==> config.mk <==
export PLATFORM = sky130hd
export DESIGN_NAME = tmtw_sequencer
export DESIGN_NICKNAME = d
export VERILOG_FILES = /design/src/hw/rtl/tmtw_pkg.sv /design/src/hw/rtl/tmtw_sequencer.sv
export SDC_FILE = /design/constraint.sdc
export NUM_CORES = 1
export LEC_CHECK = 0
export BUFFER_PORTS_ARGS = -buffer_cell sky130_fd_sc_hd__buf_2
export CAP_MARGIN = 0
export CORE_UTILIZATION = 55
export CTS_CLUSTER_SIZE = 40
export DETAILED_ROUTE_END_ITERATION = 8
export GPL_ROUTABILITY_DRIVEN = 0
export GPL_TIMING_DRIVEN = 0
export PLACE_DENSITY = 0.85
export SLEW_MARGIN = 20
export SYNTH_ARGS = -nofsm -noshare
export SYNTH_HDL_FRONTEND = slang
export SYNTH_SLANG_ARGS = --single-unit
==> constraint.sdc <==
create_clock -name clock -period 3.48 [get_ports clock]
set_input_delay 0.348 -clock clock [delete_from_list [all_inputs] [get_ports clock]]
set_output_delay 0.348 -clock clock [all_outputs]
set_load 0.03 [all_outputs]
==> src/hw/rtl/tmtw_pkg.sv <==
`default_nettype none
// ----------------------------------------------------------------------------
// tmtw_pkg: shared types and constants of the text-mode terminal writer
// Field widths, command codes and character codes used by all modules.
// ----------------------------------------------------------------------------
package tmtw_pkg;

   localparam int KIND_W = 2;
   localparam int CHAR_W = 8;
   localparam int ATTR_W = 8;
   localparam int CELL_W = 16;
   localparam int ROW_W  = 5;
   localparam int COL_W  = 7;

   typedef logic [KIND_W-1:0] kind_type;
   typedef logic [CHAR_W-1:0] char_type;
   typedef logic [ATTR_W-1:0] attr_type;
   typedef logic [CELL_W-1:0] cell_type;
   typedef logic [ROW_W-1:0]  row_type;
   typedef logic [COL_W-1:0]  col_type;

   // command codes
   localparam kind_type KIND_PUT   = 2'd0;
   localparam kind_type KIND_ERASE = 2'd1;
   localparam kind_type KIND_CLEAR = 2'd2;
   localparam kind_type KIND_READ  = 2'd3;

   // character and attribute codes
   localparam char_type NEWLINE_CODE = 8'd10;
   localparam char_type BLANK_CODE   = 8'd32;
   localparam attr_type RESET_COLOR  = 8'd10;

endpackage : tmtw_pkg
`default_nettype wire

==> src/hw/rtl/tmtw_sequencer.sv <==
`default_nettype none
// ----------------------------------------------------------------------------
// tmtw_sequencer: command sequencer of the terminal writer
// Keeps the cursor, drives the cell store ports and walks the store for
// clear, scroll and the clearing pass after reset.
// ----------------------------------------------------------------------------
module tmtw_sequencer #(
   parameter int COLUMNS = 80,
   parameter int ROWS    = 25,
   parameter int AW      = 11,
   parameter int RW      = 5,
   parameter int CW      = 7
) (
   input  wire logic                 clock,
   input  wire logic                 reset,
   // request beat
   input  wire logic                 req_valid,
   output logic                      req_stall,
   input  wire tmtw_pkg::kind_type   req_kind,
   input  wire tmtw_pkg::char_type   req_character,
   input  wire tmtw_pkg::row_type    req_read_row,
   input  wire tmtw_pkg::col_type    req_read_column,
   input  wire tmtw_pkg::attr_type   text_color,
   // result hand-off to the output register
   input  wire logic                 slot_free,
   output logic                      load,
   output tmtw_pkg::cell_type        load_value,
   output tmtw_pkg::row_type         load_row,
   output tmtw_pkg::col_type         load_column,
   // cell store ports
   output logic                      wr_en,
   output logic [AW-1:0]             wr_addr,
   output tmtw_pkg::cell_type        wr_data,
   output logic [AW-1:0]             rd_addr,
   input  wire tmtw_pkg::cell_type   rd_data
);
   import tmtw_pkg::*;

   localparam int CELLS = ROWS * COLUMNS;

   localparam logic [2:0] ST_IDLE   = 3'd0;
   localparam logic [2:0] ST_FILL   = 3'd1;
   localparam logic [2:0] ST_SCROLL = 3'd2;
   localparam logic [2:0] ST_ERASE  = 3'd3;
   localparam logic [2:0] ST_READ   = 3'd4;
   localparam logic [2:0] ST_RESP   = 3'd5;

   localparam logic [AW-1:0] LAST_CELL   = AW'(CELLS - 1);
   localparam logic [AW-1:0] COPY_END    = AW'(CELLS - COLUMNS);
   localparam logic [AW-1:0] ROW_STRIDE  = AW'(COLUMNS);
   localparam logic [CW-1:0] LAST_COLUMN = CW'(COLUMNS - 1);
   localparam logic [RW-1:0] LAST_ROW    = RW'(ROWS - 1);

   logic [2:0]    state_ff,     state_in;
   logic [RW-1:0] row_ff,       row_in;
   logic [CW-1:0] col_ff,       col_in;
   logic [AW-1:0] cnt_ff,       cnt_in;
   attr_type      fill_attr_ff, fill_attr_in;
   logic          fill_init_ff, fill_init_in;
   cell_type      value_ff,     value_in;

   logic          accept;
   logic          col_last;
   logic          row_last;
   logic          read_in_range;
   logic [AW-1:0] cursor_addr;
   logic [AW-1:0] read_addr;

   assign req_stall = (state_ff != ST_IDLE);
   assign accept    = req_valid && !req_stall;

   assign col_last      = (col_ff == LAST_COLUMN);
   assign row_last      = (row_ff == LAST_ROW);
   assign read_in_range = (32'(req_read_row) < ROWS) && (32'(req_read_column) < COLUMNS);
   assign cursor_addr   = AW'(row_ff) * ROW_STRIDE + AW'(col_ff);
   assign read_addr     = AW'(req_read_row) * ROW_STRIDE + AW'(req_read_column);

   // read port: copy source during scroll, else the requested cell
   assign rd_addr = (state_ff == ST_SCROLL) ? (cnt_ff + ROW_STRIDE) : read_addr;

   // next state, cursor and store writes
   always_comb begin
      state_in     = state_ff;
      row_in       = row_ff;
      col_in       = col_ff;
      cnt_in       = cnt_ff;
      fill_attr_in = fill_attr_ff;
      fill_init_in = fill_init_ff;
      value_in     = value_ff;
      wr_en        = 1'b0;
      wr_addr      = cursor_addr;
      wr_data      = {text_color, BLANK_CODE};
      load         = 1'b0;

      case (state_ff)
         ST_IDLE: begin
            if (accept) begin
               value_in = '0;
               state_in = ST_RESP;
               case (req_kind)
                  KIND_PUT: begin
                     if (req_character != NEWLINE_CODE) begin
                        wr_en   = 1'b1;
                        wr_data = {text_color, req_character};
                     end
                     if (req_character == NEWLINE_CODE || col_last) begin
                        col_in = '0;
                        if (row_last) begin
                           cnt_in   = '0;
                           state_in = ST_SCROLL;
                        end else begin
                           row_in = row_ff + 1'b1;
                        end
                     end else begin
                        col_in = col_ff + 1'b1;
                     end
                  end
                  KIND_ERASE: begin
                     if (col_ff != '0) begin
                        col_in = col_ff - 1'b1;
                     end else if (row_ff != '0) begin
                        row_in = row_ff - 1'b1;
                        col_in = LAST_COLUMN;
                     end
                     state_in = ST_ERASE;
                  end
                  KIND_CLEAR: begin
                     row_in       = '0;
                     col_in       = '0;
                     cnt_in       = '0;
                     fill_attr_in = text_color;
                     fill_init_in = 1'b0;
                     state_in     = ST_FILL;
                  end
                  default: begin
                     if (read_in_range) begin
                        state_in = ST_READ;
                     end
                  end
               endcase
            end
         end
         ST_FILL: begin
            // blank one cell per cycle up to the last cell
            wr_en   = 1'b1;
            wr_addr = cnt_ff;
            wr_data = {fill_attr_ff, BLANK_CODE};
            if (cnt_ff == LAST_CELL) begin
               state_in = fill_init_ff ? ST_IDLE : ST_RESP;
            end else begin
               cnt_in = cnt_ff + 1'b1;
            end
         end
         ST_SCROLL: begin
            // copy the cell read last cycle one row up
            wr_en   = (cnt_ff != '0);
            wr_addr = cnt_ff - 1'b1;
            wr_data = rd_data;
            if (cnt_ff == COPY_END) begin
               fill_attr_in = text_color;
               fill_init_in = 1'b0;
               state_in     = ST_FILL;
            end else begin
               cnt_in = cnt_ff + 1'b1;
            end
         end
         ST_ERASE: begin
            wr_en    = 1'b1;
            state_in = ST_RESP;
         end
         ST_READ: begin
            value_in = rd_data;
            state_in = ST_RESP;
         end
         ST_RESP: begin
            if (slot_free) begin
               load     = 1'b1;
               state_in = ST_IDLE;
            end
         end
         default: begin
            state_in = ST_IDLE;
         end
      endcase
   end

   // control registers; reset starts the clearing pass in the reset colour
   always_ff @(posedge clock) begin
      if (reset) begin
         state_ff     <= ST_FILL;
         row_ff       <= '0;
         col_ff       <= '0;
         cnt_ff       <= '0;
         fill_attr_ff <= RESET_COLOR;
         fill_init_ff <= 1'b1;
      end else begin
         state_ff     <= state_in;
         row_ff       <= row_in;
         col_ff       <= col_in;
         cnt_ff       <= cnt_in;
         fill_attr_ff <= fill_attr_in;
         fill_init_ff <= fill_init_in;
      end
   end

   // result value
   always_ff @(posedge clock) begin
      value_ff <= value_in;
   end

   assign load_value  = value_ff;
   assign load_row    = ROW_W'(row_ff);
   assign load_column = COL_W'(col_ff);

endmodule : tmtw_sequencer
`default_nettype wire

---- After elaboration in Yosys (flattened, before gate mapping) ----
Cells that the tools add are included.
word-level totals
  RAM bits ................................ 0
  bits in read-only memories .............. 0
  output and inout bits ................... 69
  bits in latches ......................... 0
  memories ................................ 0
  register bits after elaboration ......... 51
  logic and storage cells ................. 118
cells by class
  shifts and indexed selects .............. 0
  div/mod/pow operators ................... 0
  order comparisons ....................... 2
  eq/ne operators ......................... 28
  add/sub/neg operators ................... 9
  reduce and logical (&&, ||, !) cells .... 22
  multiply operators ...................... 2
  muxes and demuxes ....................... 48
  bitwise operators ....................... 0
operators by type and width
  kind                                                 number
  two-way mux 11 bit                                   6
  two-way mux 8 bit                                    6
  case mux 16 bit (3 select lines)                     1
  case mux 11 bit (2 select lines)                     2
  case mux 11 bit (3 select lines)                     1
  case mux 16 bit (2 select lines)                     1
  adder 11 x 7 -> 11 bit                               2
  equality test 11 bit (second input constant)         2
  two-way mux 3 bit                                    7
  two-way mux 7 bit                                    3
  case mux 7 bit (3 select lines)                      1
  two-way mux 5 bit                                    4
  inequality test 2 bit (second input constant)        9
  two-way mux 16 bit                                   1
  case mux 8 bit (2 select lines)                      1
  case mux 3 bit (5 select lines)                      1
  case mux 5 bit (3 select lines)                      1
  multiplier 5 x 3 -> 7 bit (second input constant)    2
  AND reduction 7 bit                                  2
  AND reduction 4 bit                                  3
  adder 11 x 1 -> 11 bit (second input constant)       1
  adder 11 x 7 -> 11 bit (second input constant)       1
  nonzero test 11 bit                                  1
  subtractor 11 x 1 -> 11 bit (second input constant)  1
  other kinds (33)                                     51

---- Longest topological paths before layout ----
Gate-level depths: netlist of the first run.
  word-level depth ........................ 6
  gate-level depth with buffers ........... 9
  gate-level depth less buffers ........... 9

---- Least setup slack after synthesis of the first run ----
Ideal clock, no wire load.
  path type ............................... register to output
  start point ............................. register row_ff[1] (netlist: load_row[1])
  end point ............................... output wr_addr[10]
  slack ................................... 0.481 ns
  stages on the path, launching flop included .. 9
  arrival time ............................ 2.651 ns
  cell sequence ........................... dfxtp_1 > ha_1 > ha_1 > fa_1 > xor2_1 > o2111ai_1 > xor2_1 > xnor2_1 > o211ai_1
on the way
  word-level cells in the longest chain between the ends .. 3
ends and longest elaborated chain
  element                           RTL line               RTL
  from (decl)                       tmtw_sequencer.sv:55   logic [RW-1:0] row_ff, row_in;
  from (signal assigned)            tmtw_sequencer.sv:198  row_ff <= row_in;
  multiplier 5 x 3 -> 7 bit         tmtw_sequencer.sv:75   assign cursor_addr = AW'(row_ff) * ROW_STRIDE + AW'(col_ff);
  adder 11 x 7 -> 11 bit            tmtw_sequencer.sv:75
  case mux 11 bit (2 select lines)  tmtw_sequencer.sv:95   case (state_ff)
  to (decl)                         tmtw_sequencer.sv:32   output logic [AW-1:0] wr_addr,
Every way passes these cells.

---- Final worst setup path of the first run ----
Ends and elaborated chain as after synthesis.

==> flow_metrics.env, run 1 <==
export IMPL_synth_fa_ha_area_share_pct=11.9
export IMPL_track_usage_pct=31.9
export IMPL_startpoint_type="flip-flop"
export IMPL_clock_sinks=51
export IMPL_intPower_w=0.000921
export IMPL_via_per_inst=6.43
export IMPL_hp_class="in -> reg"
export IMPL_postCtsResizedCells=0
export IMPL_num_vias=4961
export IMPL_boundaryPins=119
export IMPL_cts_tree="done"
export IMPL_clkPwrFrac_pct=32.3
export IMPL_wl_per_cell_um=17.8
export IMPL_drv_slew=0
export IMPL_p_sw_w=0.000381
export IMPL_ant_nets=0
export IMPL_worstPathRequired_ns=3.13
export IMPL_ir_drop_mv=0.216
export IMPL_synth_mux_area_share_pct=2.07
export IMPL_critPathSlowestCell="dfxtp_1"
export IMPL_synth_compound_area_share_pct=25.0
export IMPL_synth_async_reset_ratio_pct=0
export IMPL_synth_simple_gate_area_share_pct=23.3
export IMPL_io_buffers=118
export IMPL_die_height_um=91.6
export IMPL_synthFlopType="dfxtp_1"
export IMPL_fmax_ghz=0.306
export IMPL_grt_first_pass_wirelength_um=21400
export IMPL_final_hold_viol_count=0
export IMPL_synth_top_area_share_pct=15.9
export IMPL_drtIter0Drc=602
export IMPL_ctsRootBufferMaster="clkbuf_8"
export IMPL_max_cap_violations=0
export IMPL_cp_max_fo=7
export IMPL_status="finished clean"
export IMPL_wl_um=13700
export IMPL_clockBufferDepth=2
export IMPL_power_density_mw_per_mm2=248
export IMPL_ys_ff_latch=51
export IMPL_finalNonFillerCells=772
export IMPL_synth_cell_area_mm2=0.00441
export IMPL_drt_pass1_iterations=5
export IMPL_place_hpwl_um=10500
export IMPL_synth_distinct_cells=77
export IMPL_yosys_warnings=0
export IMPL_synth_edf_count=16
export IMPL_synth_nets=633
export IMPL_p_leak_nw=2.42
export IMPL_place_inst=764
export IMPL_fp_dieArea_mm2=0.00838
export IMPL_worstPathArrival_ns=2.92
export IMPL_cts_buffers=5
export IMPL_syn2layout_area_growth_pct=18.9
export IMPL_overflow=0
export IMPL_yosysTopAreaCell="dfxtp_1"
export IMPL_grt_setup_unrepaired="false"
export IMPL_combPwrFrac_pct=20.4
export IMPL_final_core_utilization_pct=67.9
export IMPL_syn_area_per_cell_um2=8.11
export IMPL_fin_skew_ns=0.0106
export IMPL_grt_max_degree=18
export IMPL_post_cts_repair_setup_buffers=0
export IMPL_synth_xor_area_share_pct=5.16
export IMPL_path_class="reg -> out"
export IMPL_p_seq_share_pct=47.3
export IMPL_drive_gt1_share_pct=22.1
export IMPL_synthCells=544
export IMPL_ys_seq_area_share_pct=26.8
export IMPL_grt_pass1_vias=4406
export IMPL_drcViolationCount=0
export IMPL_min_period_ns=3.27
export IMPL_clkTransAtPathRegs_ns=0.10
export IMPL_nets=758
export IMPL_start_util_pct=57.1
export IMPL_max_slew_worst_pin_slew_ns=1.01
export IMPL_ctsHtreeMaxLevel=2
export IMPL_core_mm2=0.00773
export IMPL_num_rows=32
export IMPL_setup_viol=0
export IMPL_cp_cell_sequence="ha_1 -> ha_1 -> fa_1 -> xor2_1 -> o2111ai_1 -> xor2_1 -> xnor2_1 -> o211ai_1 -> buf_2"
export IMPL_end_kind="output port"
export IMPL_fin_tns_setup_ns=0
export IMPL_die_width_um=91.6
export IMPL_antennaDiodeCount=0
export IMPL_synth_area_leaders="dfxtp_1 16%, edfxtp_1 11%, ha_1 9.6%, a21oi_1 5.0%, nand2_1 4.6%"
export IMPL_synth_top_family_by_area="compound AO/OA/AOI/OAI gates"
export IMPL_antenna_found_initial=0
export IMPL_relSlewSlack_pct=32.6
export IMPL_hold_buffers=0
export IMPL_fin_crit_sh_pct=94.0
export IMPL_cpPeakStageDelay_ns=0.50
export IMPL_p_sw_share_pct=29.2
export IMPL_insertion_delay_ns=0.31
-- state kept, by name, indices dropped and copies added, names as in the netlist --
register and flops:
fill_attr_ff 8, state_ff 3, load_column 7, fill_init_ff 1
cnt_ff 11, load_row 5, load_value 16
-- final timing paths --
kind                                startpoint  cells after the start  slack [ns]                            to
setup reg to reg      state_ff[2]$_SDFFE_PP0P_                      5        0.76      state_ff[2]$_SDFFE_PP0P_
hold / removal                   text_color[1]                      3        0.27  fill_attr_ff[1]$_SDFFE_PP1P_
hold reg to reg   fill_attr_ff[1]$_SDFFE_PP1P_                      2        0.48  fill_attr_ff[1]$_SDFFE_PP1P_
setup / recovery      load_row[1]$_SDFFE_PP0P_                      9        0.21                   wr_addr[10]
-- layer usage --
| layer | part of all wire, % | global-route usage [%] | vias up |
|---|---|---|---|
| li1 | - | - | 2257 |
| met3 | 9.4 | 5.28 | 48 |
| met5 | 0 | 0 | - |
| met1 | 40 | 40.7 | 2354 |
| met4 | 3.2 | 11.5 | 0 |
| met2 | 48 | 54.1 | 302 |
-- Yosys cell counts, drive strengths merged, types with 4 or more instances --
| library cell | instances |
|---|---|
| o41ai | 6 |
| o21ai | 33 |
| nor3b | 4 |
| a22o | 7 |
| a31oi | 7 |
| or3 | 8 |
| fa | 5 |
| or3b | 4 |
| mux2i | 8 |
| ha | 34 |
| o32ai | 4 |
| and4 | 5 |
| nand2 | 54 |
| dfxtp | 35 |
| xnor2 | 16 |
| clkbuf | 29 |
| xor2 | 10 |
| a22oi | 8 |
| a21oi | 44 |
| buf | 5 |
| nor2 | 42 |
| nor3 | 12 |
| o31ai | 7 |
| o221ai | 5 |
| and3 | 9 |
| inv | 28 |
| edfxtp | 16 |
| and2 | 18 |
| a21o | 7 |
| nand3 | 9 |
| a211oi | 4 |
| nor4 | 5 |
| nand4 | 7 |
-- worst max-delay path, delay by kind of cell (launching register included) --
kind	cells	cell delay, ns
DFF	1	0.50
adders and majority gates	3	0.91
xor gates and xnor gates	3	0.58
AOI/OAI and AO/OA	2	0.39
buffers and inverters	1	0.24
-- layout by cell type (no fill, tap or decap), types with 4 or more instances in the layout --
cell type and n:
a211oi_1 4, a21o_1 7, a21oi_1 44, a22o_1 6
a22oi_1 8, a31oi_1 6, and2_1 18, and3_1 7
and4_1 5, buf_2 120, clkbuf_1 29, clkbuf_8 5
dfxtp_1 35, edfxtp_1 16, fa_1 5, ha_1 34
inv_1 28, mux2i_1 8, nand2_1 54, nand3_1 9
nand4_1 7, nor2_1 42, nor3_1 10, nor4_1 4
o21ai_0 33, o221ai_1 5, o31ai_1 6, o32ai_1 4
o41ai_1 6, or3_1 8, xnor2_1 16, xor2_1 10
-- cells by family after synthesis --
kind of cell    count (synthesis)
simple gates                  192
flops                          51
fa+ha+maj                      39
xor+xnor                       26
mux                             9
compound gates                163
buf+inv                        64
-- metrics by stage --
stage / area, µm² / total power [W] / hold slack (ns) / worst slack [ns]
6_report: 5250 / 0.00130 / 0.267 / 0.208
2_1_floorplan: 4410 / 0.000796 / 0.422 / 0.481
5_1_grt: 5250 / 0.00135 / 0.261 / 0.0355
3_5_place_dp: 5130 / 0.000889 / 0.461 / 0.548
3_3_place_gp: 5130 / 0.000880 / 0.434 / 0.664
4_1_cts: 5250 / 0.00130 / 0.262 / 0.200
-- power by group through the flow --
stage	combinational (W)	clock (W)	sequential, W
5_1_grt	0.000287	0.000447	0.000616
3_5_place_dp	0.000260	0	0.000629
3_3_place_gp	0.000250	0	0.000629
6_report	0.000265	0.000421	0.000616
4_1_cts	0.000262	0.000425	0.000616
2_1_floorplan	0.000168	0	0.000628
-- layout make-up --
| type | count | area, µm² |
|---|---|---|
| Multi-Input combinational cell | 429 | 2980 |
| Fill cell | 640 | 2480 |
| Sequential cell | 51 | 1180 |
| Timing Repair Buffer | 118 | 591 |
| Buffer | 36 | 153 |
| Tap cell | 102 | 128 |
| Inverter | 28 | 105 |
| Clock buffer | 5 | 68.8 |
| Clock inverter | 3 | 42.5 |
Note: power is estimated with default switching activity, not from simulation.
==> run 2, diff against run 1 <==
--- a/config.mk
+++ b/config.mk
@@ -7,12 +7,12 @@
 export LEC_CHECK = 0
 export BUFFER_PORTS_ARGS = -buffer_cell sky130_fd_sc_hd__buf_2
 export CAP_MARGIN = 0
-export CORE_UTILIZATION = 55
+export CORE_UTILIZATION = 41
 export CTS_CLUSTER_SIZE = 40
 export DETAILED_ROUTE_END_ITERATION = 8
 export GPL_ROUTABILITY_DRIVEN = 0
 export GPL_TIMING_DRIVEN = 0
-export PLACE_DENSITY = 0.85
+export PLACE_DENSITY = 0.67
 export SLEW_MARGIN = 20
 export SYNTH_ARGS = -nofsm -noshare
 export SYNTH_HDL_FRONTEND = slang
==> run 2 against run 1 <==
Cell count increased by 4.4%. Register-to-register slack about the same. Clock power decreased by 9.3%. Largest power group unchanged. Fmax increased by 0.54%. Hold slack got worse by 0.0069 ns. Count of clock-buffer cells in the layout unchanged. Wire length increased by 0.82%. Highest routed layer unchanged. Power decreased by 3.0%. Via count decreased by 4.8%. Global-route usage decreased by 7.4 points. Largest cell class unchanged. Die area increased by 33%.
==> flow_metrics.env, run 2 (synthesized netlist as in run 1, its figures left out) <==
export IMPL_drt_pass1_iterations=5
export IMPL_overflow=0
export IMPL_relSlewSlack_pct=30.5
export IMPL_wl_um=13800
export IMPL_antennaDiodeCount=0
export IMPL_cts_tree="done"
export IMPL_r2r_start="cnt_ff[4]$_SDFFE_PP0P_"
export IMPL_final_cell_mix="120 x buf_2, 54 x nand2_1, 44 x a21oi_1"
export IMPL_largest_reg_flops=16
export IMPL_grt_max_degree=19
export IMPL_end_kind="output port"
export IMPL_grt_pass1_vias=4451
export IMPL_core_mm2=0.0104
export IMPL_io_buffers=118
export IMPL_drv_slew=0
export IMPL_hold_buffers=0
export IMPL_p_sw_w=0.000406
export IMPL_path_class="reg -> out"
export IMPL_status="finished clean"
export IMPL_clockBufferDepth=2
export IMPL_max_cap_violations=0
export IMPL_stdcell_area_mm2=0.00527
export IMPL_worst_r2r_endpoint="cnt_ff[1]$_SDFFE_PP0P_"
export IMPL_setup_slack_ns=0.225
export IMPL_num_rows=37
export IMPL_ir_drop_mv=0.222
export IMPL_drcViolationCount=0
export IMPL_r2r_setup_slack_ns=0.75
export IMPL_die_height_um=106
export IMPL_fin_skew_ns=0.00961
export IMPL_boundaryPins=119
export IMPL_p_seq_share_pct=48.8
export IMPL_setup_viol=0
export IMPL_fin_tns_setup_ns=0
export IMPL_power_density_mw_per_mm2=239
export IMPL_clkTransAtPathRegs_ns=0.10
export IMPL_startpoint_type="flip-flop"
export IMPL_intPower_w=0.000857
export IMPL_postCtsResizedCells=0
export IMPL_fmax_ghz=0.307
export IMPL_fin_crit_sh_pct=93.5
export IMPL_place_area_mm2=0.00518
export IMPL_nets=758
export IMPL_grt_first_pass_wirelength_um=22000
export IMPL_worstPathArrival_ns=2.91
export IMPL_ctsHtreeMaxLevel=2
export IMPL_rr_worst_depth=9
export IMPL_clkPwrFrac_pct=30.2
export IMPL_grt_setup_unrepaired="false"
export IMPL_worstHoldEndpoint="fill_attr_ff[3]$_SDFFE_PP1P_"
export IMPL_die_width_um=106
export IMPL_drtIter0Drc=309
export IMPL_start_util_pct=42.5
export IMPL_final_common_cell="buf_2"
export IMPL_clock_sinks=51
export IMPL_min_period_ns=3.25
export IMPL_hp_class="in -> reg"
export IMPL_cp_max_fo=7
export IMPL_fp_dieArea_mm2=0.0112
export IMPL_insertion_delay_ns=0.32
export IMPL_syn2layout_area_growth_pct=19.6
export IMPL_ctsRootBufferMaster="clkbuf_8"
export IMPL_wl_per_cell_um=17.2
export IMPL_final_core_utilization_pct=50.9
export IMPL_min_path_cells=3
export IMPL_place_ws_ns=0.553
export IMPL_max_slew_worst_pin_slew_ns=1.04
export IMPL_antenna_found_initial=0
export IMPL_min_from="text_color[3]"
export IMPL_final_hold_viol_count=0
export IMPL_ant_nets=0
export IMPL_worstPathRequired_ns=3.13
export IMPL_drive_gt1_share_pct=22.2
export IMPL_power_total_w=0.00126
export IMPL_cts_buffers=5
export IMPL_p_leak_nw=2.42
export IMPL_combPwrFrac_pct=21.0
export IMPL_track_usage_pct=24.5
export IMPL_place_hpwl_um=10700
export IMPL_post_cts_repair_setup_buffers=0
export IMPL_via_per_inst=5.86
export IMPL_num_vias=4723
export IMPL_p_sw_share_pct=32.2
run 2: cell types whose count changed in the layout (fill, tap and decap cells not counted):
cell | previous run | this run
bufinv_16 | 1 | 0
inv_6 | 1 | 0
clkinv_1 | 1 | 0
clkinv_4 | 0 | 2
inv_8 | 0 | 1
run 2: power by group through the flow:
stage / Combinational (W) / Sequential (W) / Clock [W]
CTS: 0.000263 / 0.000616 / 0.000383
floorplan: 0.000168 / 0.000628 / 0
detailed placement: 0.000262 / 0.000630 / 0
global route: 0.000289 / 0.000617 / 0.000408
finish: 0.000265 / 0.000616 / 0.000382
global placement: 0.000256 / 0.000629 / 0
run 2: final cells by class:
cell class,count,area [µm²]
Fill cell,1036,5100
Multi-Input combinational cell,429,2980
Sequential cell,51,1180
Timing Repair Buffer,118,591
Tap cell,136,170
Buffer,36,153
Inverter,28,105
Clock buffer,5,68.8
Clock inverter,3,28.8
run 2: metrics by stage:
step,cells,hold WS [ns]
finish,806,0.260
global route,806,0.252
CTS,806,0.261
detailed placement,798,0.437
global placement,798,0.432
floorplan,544,0.422
run 2: how the worst max path moves through the flow:
| stage | start | endpoint | slack (ns) | cells after the start |
|---|---|---|---|---|
| 3_5_place_dp | load_row[1]$_SDFFE_PP0P_ | wr_addr[10] | 0.55 | 9 |
| 2_1_floorplan | load_row[1]$_SDFFE_PP0P_ | wr_addr[10] | 0.48 | 8 |
| 4_1_cts | load_row[1]$_SDFFE_PP0P_ | wr_addr[10] | 0.20 | 9 |
| 5_1_grt | load_row[1]$_SDFFE_PP0P_ | wr_addr[10] | 0.07 | 9 |
| 3_3_place_gp | load_row[1]$_SDFFE_PP0P_ | wr_addr[10] | 0.61 | 9 |
| 6_report | load_row[3]$_SDFFE_PP0P_ | wr_addr[10] | 0.23 | 9 |
run 2: critical path, stage by stage, from the launching register on:
cell	delay, ns
dfxtp_1	0.50
ha_1	0.29
ha_1	0.23
fa_1	0.38
xor2_1	0.24
o2111ai_1	0.17
xor2_1	0.18
xnor2_1	0.16
o211ai_1	0.21
buf_2	0.23
run 2: routing by layer:
| layer | track usage [%] | share of wire (%) |
|---|---|---|
| met3 | 3.71 | 8.5 |
| met1 | 32.2 | 43 |
| met5 | 0 | 0 |
| met4 | 4.96 | 0.93 |
| met2 | 42.4 | 47 |
